$ cat src/hdl/stacked_boxcar_waveform_assert.svh
// Assertion macros for the stacked boxcar waveform RTL.
// Depends on nothing; included by stacked_boxcar_waveform, the module that carries assertions.
`ifndef STACKED_BOXCAR_WAVEFORM_ASSERT_SVH
`define STACKED_BOXCAR_WAVEFORM_ASSERT_SVH

// Same-cycle implication, disabled while reset is asserted.
`define SBW_ASSERT_NOW(label, clk, rst_n, ante, cons, msg) \
  label: assert property (@(posedge clk) disable iff (!rst_n) (ante) |-> (cons)) \
    else $error(msg);

// Next-cycle implication, disabled while reset is asserted.
`define SBW_ASSERT_NEXT(label, clk, rst_n, ante, cons, msg) \
  label: assert property (@(posedge clk) disable iff (!rst_n) (ante) |=> (cons)) \
    else $error(msg);

`endif

$ cat src/hdl/sbw_pkg.sv
// Types and constants for the stacked boxcar waveform generator.
// Used by sbw_accum, stacked_boxcar_waveform and the testbench; depends on nothing.
package sbw_pkg;

  localparam int TIME_W   = 48;
  localparam int INDEX_W  = 4;
  localparam int FRAC_W   = 16;
  localparam int HEIGHT_W = 32;
  localparam int OUT_W    = 36;
  localparam int RATE_W   = 32;
  localparam int COUNT_W  = 5;
  localparam int PHASE_W  = 32;

  localparam int IN_DATA_W  = 120;
  localparam int OUT_DATA_W = 40;
  localparam int CFG_IDX_W  = 1;
  localparam int CFG_DATA_W = 32;

  // Input item kinds (carried on tuser).
  localparam logic CMD_EVAL  = 1'b0;
  localparam logic CMD_WRITE = 1'b1;

  // Configuration register indexes.
  localparam logic [CFG_IDX_W-1:0] CFG_CYCLE_RATE   = 1'd0;
  localparam logic [CFG_IDX_W-1:0] CFG_ACTIVE_COUNT = 1'd1;

  localparam logic [RATE_W-1:0]  RATE_RESET  = 32'd65536;
  localparam logic [COUNT_W-1:0] COUNT_RESET = 5'd0;

  localparam logic [OUT_W-1:0] OUT_MAX = {1'b0, {(OUT_W-1){1'b1}}};
  localparam logic [OUT_W-1:0] OUT_MIN = {1'b1, {(OUT_W-1){1'b0}}};

  // One pulse entry as it is kept in the table memory.
  typedef struct packed {
    logic [HEIGHT_W-1:0] height;
    logic [FRAC_W-1:0]   width;
    logic [FRAC_W-1:0]   delay;
  } entry_t;

  localparam int ENTRY_W = $bits(entry_t);

  // Controls from the sequencer to the accumulator.
  typedef struct packed {
    logic capture;    // take the time of a new evaluate item, clear the sum
    logic load_phase; // register the phase from the product
    logic step;       // fold the entry on the memory read port into the sum
  } acc_ctl_t;

endpackage

$ cat src/hdl/sbw_ram.sv
// Generic single-port-write, single-port-read RAM with registered read.
// Depends on nothing; holds the pulse table of the waveform generator.
module sbw_ram #(
  parameter int  WIDTH = 64,
  parameter int  DEPTH = 16,
  localparam int AddrW = (DEPTH > 1) ? $clog2(DEPTH) : 1
) (
  input  logic                         clk,
  input  logic                         we,
  input  logic [AddrW-1:0]             waddr,
  input  logic [WIDTH-1:0]             wdata,
  input  logic                         re,
  input  logic [AddrW-1:0]             raddr,
  output logic [WIDTH-1:0]             rdata
);

  logic [WIDTH-1:0] mem [DEPTH];
  logic [WIDTH-1:0] rdata_r;

  always_ff @(posedge clk) begin
    if (we) begin
      mem[waddr] <= wdata;
    end
    if (re) begin
      rdata_r <= mem[raddr];
    end
  end

  assign rdata = rdata_r;

endmodule

$ cat src/hdl/sbw_accum.sv
// Phase computation and saturating window accumulator.
// Depends on sbw_pkg; driven by the sequencer in stacked_boxcar_waveform.
module sbw_accum #(
  parameter int PHASE_BITS = 16
) (
  input  logic                          clk,
  input  sbw_pkg::acc_ctl_t             ctl,
  input  logic [sbw_pkg::PHASE_W-1:0]   time_lo,
  input  logic [sbw_pkg::RATE_W-1:0]    cycle_rate,
  input  sbw_pkg::entry_t               entry,
  output logic [sbw_pkg::OUT_W-1:0]     sum
);

  localparam int PW = sbw_pkg::PHASE_W;
  localparam int OW = sbw_pkg::OUT_W;
  localparam int FW = sbw_pkg::FRAC_W;
  localparam int HW = sbw_pkg::HEIGHT_W;
  // Phase truncated to its top PHASE_BITS bits.
  localparam logic [PW-1:0] PhaseKeep = ~((PW'(1) << (PW - PHASE_BITS)) - PW'(1));

  logic [PW-1:0] time_r;
  logic [PW-1:0] phase_r;
  logic [OW-1:0] sum_r;
  logic [OW-1:0] sum_nxt;
  logic [PW-1:0] prod_lo;
  logic [PW-1:0] on_edge;
  logic [PW:0]   off_edge;
  logic          hit;
  logic [OW:0]   add_full;

  // Only the fractional cycle matters, so the low word of the product suffices.
  assign prod_lo = time_r * cycle_rate;

  assign on_edge  = {entry.delay, {(PW-FW){1'b0}}};
  assign off_edge = {1'b0, on_edge} + {1'b0, entry.width, {(PW-FW){1'b0}}};

  always_comb begin
    if (off_edge[PW]) begin
      hit = (phase_r < off_edge[PW-1:0]) || (phase_r > on_edge);
    end else begin
      hit = (phase_r > on_edge) && (phase_r < off_edge[PW-1:0]);
    end
  end

  assign add_full = {sum_r[OW-1], sum_r} + {{(OW+1-HW){entry.height[HW-1]}}, entry.height};

  always_comb begin
    sum_nxt = sum_r;
    if (ctl.capture) begin
      sum_nxt = '0;
    end else if (ctl.step && hit) begin
      if (add_full[OW] != add_full[OW-1]) begin
        sum_nxt = add_full[OW] ? sbw_pkg::OUT_MIN : sbw_pkg::OUT_MAX;
      end else begin
        sum_nxt = add_full[OW-1:0];
      end
    end
  end

  always_ff @(posedge clk) begin
    if (ctl.capture) begin
      time_r <= time_lo;
    end
    if (ctl.load_phase) begin
      phase_r <= prod_lo & PhaseKeep;
    end
    sum_r <= sum_nxt;
  end

  assign sum = sum_r;

endmodule

$ cat src/hdl/stacked_boxcar_waveform.sv
// Stacked boxcar waveform generator: a write item loads one table entry when it is accepted.
// An evaluate item runs in steps from acceptance to its result: the phase multiply and first
// table read, then one step per active entry (min(active_count, MAX_ENTRIES)) to fold it into
// the sum, then posting the result; a result still held on the output stalls the posting step.
// The next item is taken in the cycle the result appears. Reset (synchronous, rst_n low)
// restores cycle_rate and active_count; table contents are kept until written.
module stacked_boxcar_waveform #(
  parameter int MAX_ENTRIES = 16,
  parameter int PHASE_BITS  = 16
) (
  input  logic                             clk,
  input  logic                             rst_n,
  input  logic                             in_tvalid,
  output logic                             in_tready,
  // time_value[47:0], entry_index[51:48], entry_delay[67:52],
  // entry_width[83:68], entry_height[115:84], zero[119:116]
  input  logic [sbw_pkg::IN_DATA_W-1:0]    in_tdata,
  // command[0]
  input  logic                             in_tuser,
  output logic                             out_tvalid,
  input  logic                             out_tready,
  // drive_value[35:0], zero[39:36]
  output logic [sbw_pkg::OUT_DATA_W-1:0]   out_tdata,
  input  logic                             cfg_valid,
  output logic                             cfg_ready,
  input  logic [sbw_pkg::CFG_IDX_W-1:0]    cfg_index,
  input  logic [sbw_pkg::CFG_DATA_W-1:0]   cfg_data
);

  `include "stacked_boxcar_waveform_assert.svh"

  localparam int AW = (MAX_ENTRIES > 1) ? $clog2(MAX_ENTRIES) : 1;
  localparam int CW = $clog2(MAX_ENTRIES + 1);
  localparam int XW = (AW > sbw_pkg::INDEX_W) ? AW : sbw_pkg::INDEX_W;

  localparam logic [1:0] S_IDLE = 2'd0;
  localparam logic [1:0] S_MUL  = 2'd1;
  localparam logic [1:0] S_SCAN = 2'd2;
  localparam logic [1:0] S_DONE = 2'd3;

  logic [1:0]                    state_r, state_nxt;
  logic [CW-1:0]                 idx_r, idx_nxt;
  logic [CW-1:0]                 cnt_r, cnt_nxt;
  logic [CW-1:0]                 idx_inc;
  logic [sbw_pkg::RATE_W-1:0]    cycle_rate_r;
  logic [sbw_pkg::COUNT_W-1:0]   active_count_r;
  logic                          out_valid_r, out_valid_nxt;
  logic [sbw_pkg::OUT_W-1:0]     out_data_r;
  logic                          in_acc, eval_acc, wr_acc;
  logic                          post;
  logic [XW-1:0]                 idx_ext;
  logic                          ram_we, ram_re;
  logic [AW-1:0]                 ram_raddr;
  sbw_pkg::entry_t               wr_entry, rd_entry;
  logic [sbw_pkg::ENTRY_W-1:0]   rd_bits;
  sbw_pkg::acc_ctl_t             acc_ctl;
  logic [sbw_pkg::OUT_W-1:0]     acc_sum;

  assign in_tready = (state_r == S_IDLE);
  assign cfg_ready = 1'b1;
  assign in_acc    = in_tvalid && in_tready;
  assign eval_acc  = in_acc && (in_tuser == sbw_pkg::CMD_EVAL);
  assign wr_acc    = in_acc && (in_tuser == sbw_pkg::CMD_WRITE);
  assign idx_inc   = idx_r + CW'(1);
  assign post      = (state_r == S_DONE) && (!out_valid_r || out_tready);

  // Configuration registers.
  always_ff @(posedge clk) begin
    if (!rst_n) begin
      cycle_rate_r   <= sbw_pkg::RATE_RESET;
      active_count_r <= sbw_pkg::COUNT_RESET;
    end else if (cfg_valid && cfg_ready) begin
      unique case (cfg_index)
        sbw_pkg::CFG_CYCLE_RATE:   cycle_rate_r   <= cfg_data;
        sbw_pkg::CFG_ACTIVE_COUNT: active_count_r <= cfg_data[sbw_pkg::COUNT_W-1:0];
        default: ;
      endcase
    end
  end

  // Table writes: indexes past the table are dropped.
  assign idx_ext  = XW'(in_tdata[51:48]);
  assign ram_we   = wr_acc && (32'(in_tdata[51:48]) < 32'(MAX_ENTRIES));
  assign wr_entry = '{height: in_tdata[115:84], width: in_tdata[83:68],
                      delay: in_tdata[67:52]};

  always_comb begin
    state_nxt     = state_r;
    idx_nxt       = idx_r;
    cnt_nxt       = cnt_r;
    ram_re        = 1'b0;
    ram_raddr     = '0;
    acc_ctl       = '0;
    out_valid_nxt = out_valid_r;
    if (out_tvalid && out_tready) begin
      out_valid_nxt = 1'b0;
    end
    unique case (state_r)
      S_IDLE: begin
        if (eval_acc) begin
          acc_ctl.capture = 1'b1;
          idx_nxt         = '0;
          cnt_nxt = (32'(active_count_r) > 32'(MAX_ENTRIES)) ? CW'(MAX_ENTRIES)
                                                            : CW'(active_count_r);
          state_nxt       = S_MUL;
        end
      end
      S_MUL: begin
        acc_ctl.load_phase = 1'b1;
        if (cnt_r != '0) begin
          ram_re    = 1'b1;
          state_nxt = S_SCAN;
        end else begin
          state_nxt = S_DONE;
        end
      end
      S_SCAN: begin
        acc_ctl.step = 1'b1;
        if (idx_inc == cnt_r) begin
          state_nxt = S_DONE;
        end else begin
          ram_re    = 1'b1;
          ram_raddr = idx_inc[AW-1:0];
          idx_nxt   = idx_inc;
        end
      end
      S_DONE: begin
        if (post) begin
          out_valid_nxt = 1'b1;
          state_nxt     = S_IDLE;
        end
      end
      default: state_nxt = S_IDLE;
    endcase
  end

  always_ff @(posedge clk) begin
    if (!rst_n) begin
      state_r     <= S_IDLE;
      out_valid_r <= 1'b0;
    end else begin
      state_r     <= state_nxt;
      out_valid_r <= out_valid_nxt;
    end
  end

  always_ff @(posedge clk) begin
    idx_r <= idx_nxt;
    cnt_r <= cnt_nxt;
    if (post) begin
      out_data_r <= acc_sum;
    end
  end

  sbw_ram #(
    .WIDTH (sbw_pkg::ENTRY_W),
    .DEPTH (MAX_ENTRIES)
  ) u_table (
    .clk   (clk),
    .we    (ram_we),
    .waddr (idx_ext[AW-1:0]),
    .wdata (wr_entry),
    .re    (ram_re),
    .raddr (ram_raddr),
    .rdata (rd_bits)
  );

  assign rd_entry = rd_bits;

  sbw_accum #(
    .PHASE_BITS (PHASE_BITS)
  ) u_accum (
    .clk        (clk),
    .ctl        (acc_ctl),
    .time_lo    (in_tdata[sbw_pkg::PHASE_W-1:0]),
    .cycle_rate (cycle_rate_r),
    .entry      (rd_entry),
    .sum        (acc_sum)
  );

  assign out_tvalid = out_valid_r;
  assign out_tdata  = {{(sbw_pkg::OUT_DATA_W-sbw_pkg::OUT_W){1'b0}}, out_data_r};

  `SBW_ASSERT_NOW(a_scan_in_range, clk, rst_n, (state_r == S_SCAN),
    (idx_r < cnt_r) && (cnt_r != '0), "scan index outside active entries")
  `SBW_ASSERT_NEXT(a_eval_starts, clk, rst_n, eval_acc,
    (state_r == S_MUL), "evaluate item did not start the phase step")
  `SBW_ASSERT_NEXT(a_write_one_cycle, clk, rst_n, wr_acc,
    (state_r == S_IDLE) && !out_valid_r || (state_r == S_IDLE),
    "write item left the sequencer busy")
  `SBW_ASSERT_NEXT(a_post_result, clk, rst_n, post,
    out_valid_r && (state_r == S_IDLE), "finished sum not posted")

endmodule

$ cat config.mk
export PLATFORM = sky130hd
export DESIGN_NAME = stacked_boxcar_waveform
export DESIGN_NICKNAME = d
export VERILOG_FILES = /design/src/hdl/sbw_pkg.sv /design/src/hdl/sbw_ram.sv /design/src/hdl/sbw_accum.sv /design/src/hdl/stacked_boxcar_waveform.sv
export VERILOG_INCLUDE_DIRS = /design/src /design/src/hdl
export SDC_FILE = /design/constraint.sdc
export NUM_CORES = 2
export LEC_CHECK = 0
export BUFFER_PORTS_ARGS = -buffer_cell sky130_fd_sc_hd__buf_4
export CAP_MARGIN = 20
export CORE_MARGIN = 4
export CORE_UTILIZATION = 35
export CTS_BUF_LIST = sky130_fd_sc_hd__clkbuf_8
export CTS_CLUSTER_DIAMETER = 150
export CTS_CLUSTER_SIZE = 25
export DETAILED_ROUTE_END_ITERATION = 8
export HOLD_SLACK_MARGIN = 0.05
export SKIP_CTS_REPAIR_TIMING = 1
export SYNTH_ARGS = -nofsm -noshare
export SYNTH_HDL_FRONTEND = slang
export SYNTH_SLANG_ARGS = --single-unit
$ cat constraint.sdc
create_clock -name clk -period 13 [get_ports clk]
set_input_delay 2.6 -clock clk [delete_from_list [all_inputs] [get_ports clk]]
set_output_delay 2.6 -clock clk [all_outputs]
set_load 0.01 [all_outputs]
==> impl_metrics.env <==
export IMPL_status="finished, final reports clean"
export IMPL_avgSynthCellArea_um2=13.17
export IMPL_ios=202
export IMPL_io_buffers=176
export IMPL_final_max_slew_viol_count=0
export IMPL_root_buffer="clkbuf_8"
export IMPL_crit_fanout=27
export IMPL_cpPeakStageDelay_ns=0.99
export IMPL_rsz0062_at_grt="no"
export IMPL_synth_distinct_cells=64
export IMPL_drive_above_1_share_pct=8.513
export IMPL_num_rows=158
export IMPL_setup_viol=0
export IMPL_vias_per_cell=5.166
export IMPL_fmax_ghz=0.1217
export IMPL_hold_viol_final=0
export IMPL_synth_most_common_cell="edfxtp_1"
export IMPL_drt_pass1_iterations=6
export IMPL_synth_top_cell_by_area="edfxtp_1"
export IMPL_fin_util_pct=37.97
export IMPL_fin_area_um2=70560
export IMPL_die_h_um=440.6
export IMPL_yosys_area_top_type_share_pct=54.19
export IMPL_fin_ws_ns=4.781
export IMPL_skew_ns=0.09830
export IMPL_required_ns=13.60
export IMPL_synthArstFlopShare_pct=0
export IMPL_vdd_ir_drop_max_mv=0.1296
export IMPL_cp_arrival_ns=8.82
export IMPL_max_cap_violations=0
export IMPL_wl_per_cell_um=21.77
export IMPL_start_util_pct=35.25
export IMPL_worst_setup_path_type="register to register"
export IMPL_hold_path_class="register to register"
export IMPL_finalWirelength_um=163300
export IMPL_dieArea_um2=194100
export IMPL_clkTransAtPathRegs_ns=0.17
export IMPL_synth_warnings=0
export IMPL_area_growth_pct=7.715
export IMPL_critPathSlowestCell="dfxtp_1"
export IMPL_cts_tree="yes"
export IMPL_final_nets=5758
export IMPL_setup_worst_path_end_class="register"
export IMPL_dpl_worst_slack_ns=4.615
export IMPL_synthFlopType="edfxtp_1"
export IMPL_synth_edf_count=1182
export IMPL_drt_iter0_drc=3053
export IMPL_synth_area_leaders="edfxtp_1 54%, fa_1 13%, and2_1 4.1%, ha_1 4.0%, nand2_1 3.4%"
export IMPL_leakagePower_nw=25.12
export IMPL_synthTopCellsByCount="1182 x edfxtp_1, 596 x nand2_1, 435 x inv_1, 429 x and2_1, 409 x fa_1"
export IMPL_finalCritPeriodShare_pct=63.22
export IMPL_clock_sinks=1258
export IMPL_cts_max_level=2
export IMPL_dp_cells=7402
export IMPL_relSlewSlack_pct=27.18
export IMPL_synth_seq_cells=1258
export IMPL_gp_congestion=0.8207
export IMPL_holdWs_ns=0.4792
export IMPL_period_minus_slack_ns=8.219
export IMPL_power_density_nw_per_um2=146.4
export IMPL_finalNonFillerCells=7499
export IMPL_dpl_cell_area_um2=69540
export IMPL_cts_buffer_depth=3
export IMPL_yosysSeqAreaShare_pct=56.51
export IMPL_cts_inserted_buffers=57
export IMPL_netlist_area_um2=65500
export IMPL_finalSetupTns_ns=0
export IMPL_ant_nets=0
export IMPL_cpMostUsedCell="fa_1"
export IMPL_grt_use_total_pct=16.62
export IMPL_drc_errors=0
export IMPL_fp_dieW_um=440.6
export IMPL_antenna_found_initial=36
export IMPL_start_kind="register"
export IMPL_grt_ovfl_total=0
export IMPL_grt_max_degree=193
export IMPL_hpwl_um=101700
export IMPL_total_power_mw=10.33
export IMPL_worst_skew_pair_late_latency_ns=0.85
export IMPL_syn_inst=4973
export IMPL_core_area_um2=185800
export IMPL_tightest_slew_ns=1.092
export IMPL_grt_pass1_wl_um=247100
export IMPL_grt_pass1_vias=39400
export IMPL_vias=38740
## metal layers
layer,global-route usage [%],routed length [um],vias to the layer above
met5,0,122,-
li1,-,-,17680
met1,21.27,66380,19950
met2,29.43,83930,894
met4,4.677,4421,16
met3,2.282,8404,199
## where the power goes
part | switching [mW] | leakage [nW] | total, mW | internal [mW]
Clock | 1.17 | 0.556 | 1.60 | 0.428
Combinational | 2.29 | 13.3 | 3.81 | 1.52
Sequential | 0.174 | 11.3 | 4.92 | 4.74
## final timing paths
kind / cells after the start / start / slack, ns / to
worst min-delay path: 2 / active_count_r[2] / 0.48 / active_count_r[2]
worst max-delay path: 25 / cycle_rate_r[6] / 4.78 / u_accum.phase_r[31]
worst min register to register: 2 / active_count_r[2] / 0.48 / active_count_r[2]
worst max register to register: 25 / cycle_rate_r[6] / 4.78 / u_accum.phase_r[31]
## critical path: cells and delay by family (launching register included)
family / cells / cell delay (ns)
buffers and inverters: 2 / 0.09
AOI/OAI and AO/OA: 10 / 2.61
and+or+nand+nor: 3 / 0.55
DFF: 1 / 0.99
xor gates and xnor gates: 1 / 0.08
adders and majority gates: 9 / 3.61
## cell usage in the layout, fill, tap and decap left out, drive strengths merged, types with 10 or more instances in the layout
cell | Yosys | final
edfxtp | 1182 | 1182
nand2 | 596 | 596
inv | 436 | 458
and2 | 446 | 446
fa | 409 | 409
buf | 20 | 258
ha | 208 | 208
o21ai | 166 | 166
a211oi | 139 | 139
a31oi | 130 | 130
o22ai | 129 | 129
o221ai | 129 | 129
a21oi | 95 | 95
xnor2 | 87 | 87
dfxtp | 76 | 76
mux4 | 64 | 64
nor2 | 62 | 62
clkbuf | 291 | 58
a21boi | 38 | 38
xor2 | 37 | 37
a21o | 27 | 27
a311oi | 27 | 27
nand3 | 22 | 22
nor2b | 21 | 21
nor3 | 17 | 17
nand2b | 16 | 16
diode | 0 | 15
nand4 | 13 | 13
o21a | 13 | 13
o211ai | 10 | 10
## cell type report
class / instances / area, um2
Timing Repair Buffer: 258 / 1987
Fill cell: 17690 / 115300
Sequential cell: 1258 / 37020
Tap cell: 2480 / 3103
Multi-Input combinational cell: 2969 / 25810
Inverter: 438 / 1645
Clock buffer: 58 / 798.3
Clock inverter: 23 / 160.2
Antenna cell: 15 / 37.54
## state kept, by name, summed over array words and instances, names as in the netlist, 5 cells and up
signal,flops
u_accum.phase_r,16
u_accum.sum,36
u_table.rdata,64
active_count_r,5
out_data_r,36
u_accum.time_r,32
idx_r,5
cycle_rate_r,32
cnt_r,5
u_table.mem,1024
## kinds of logic (layout without fill, tap and decap cells)
kind of cell	Yosys count	after routing	synth area share (%)
simple gates	1219	1219	9.083
xor+xnor	124	124	1.658
fa+ha+maj	617	617	16.47
buf+inv	749	777	4.370
flops	1258	1258	56.51
other cells	2	20	0.01147
compound gates	939	939	9.677
mux	65	65	2.216
(Power assumes the default switching activity.)
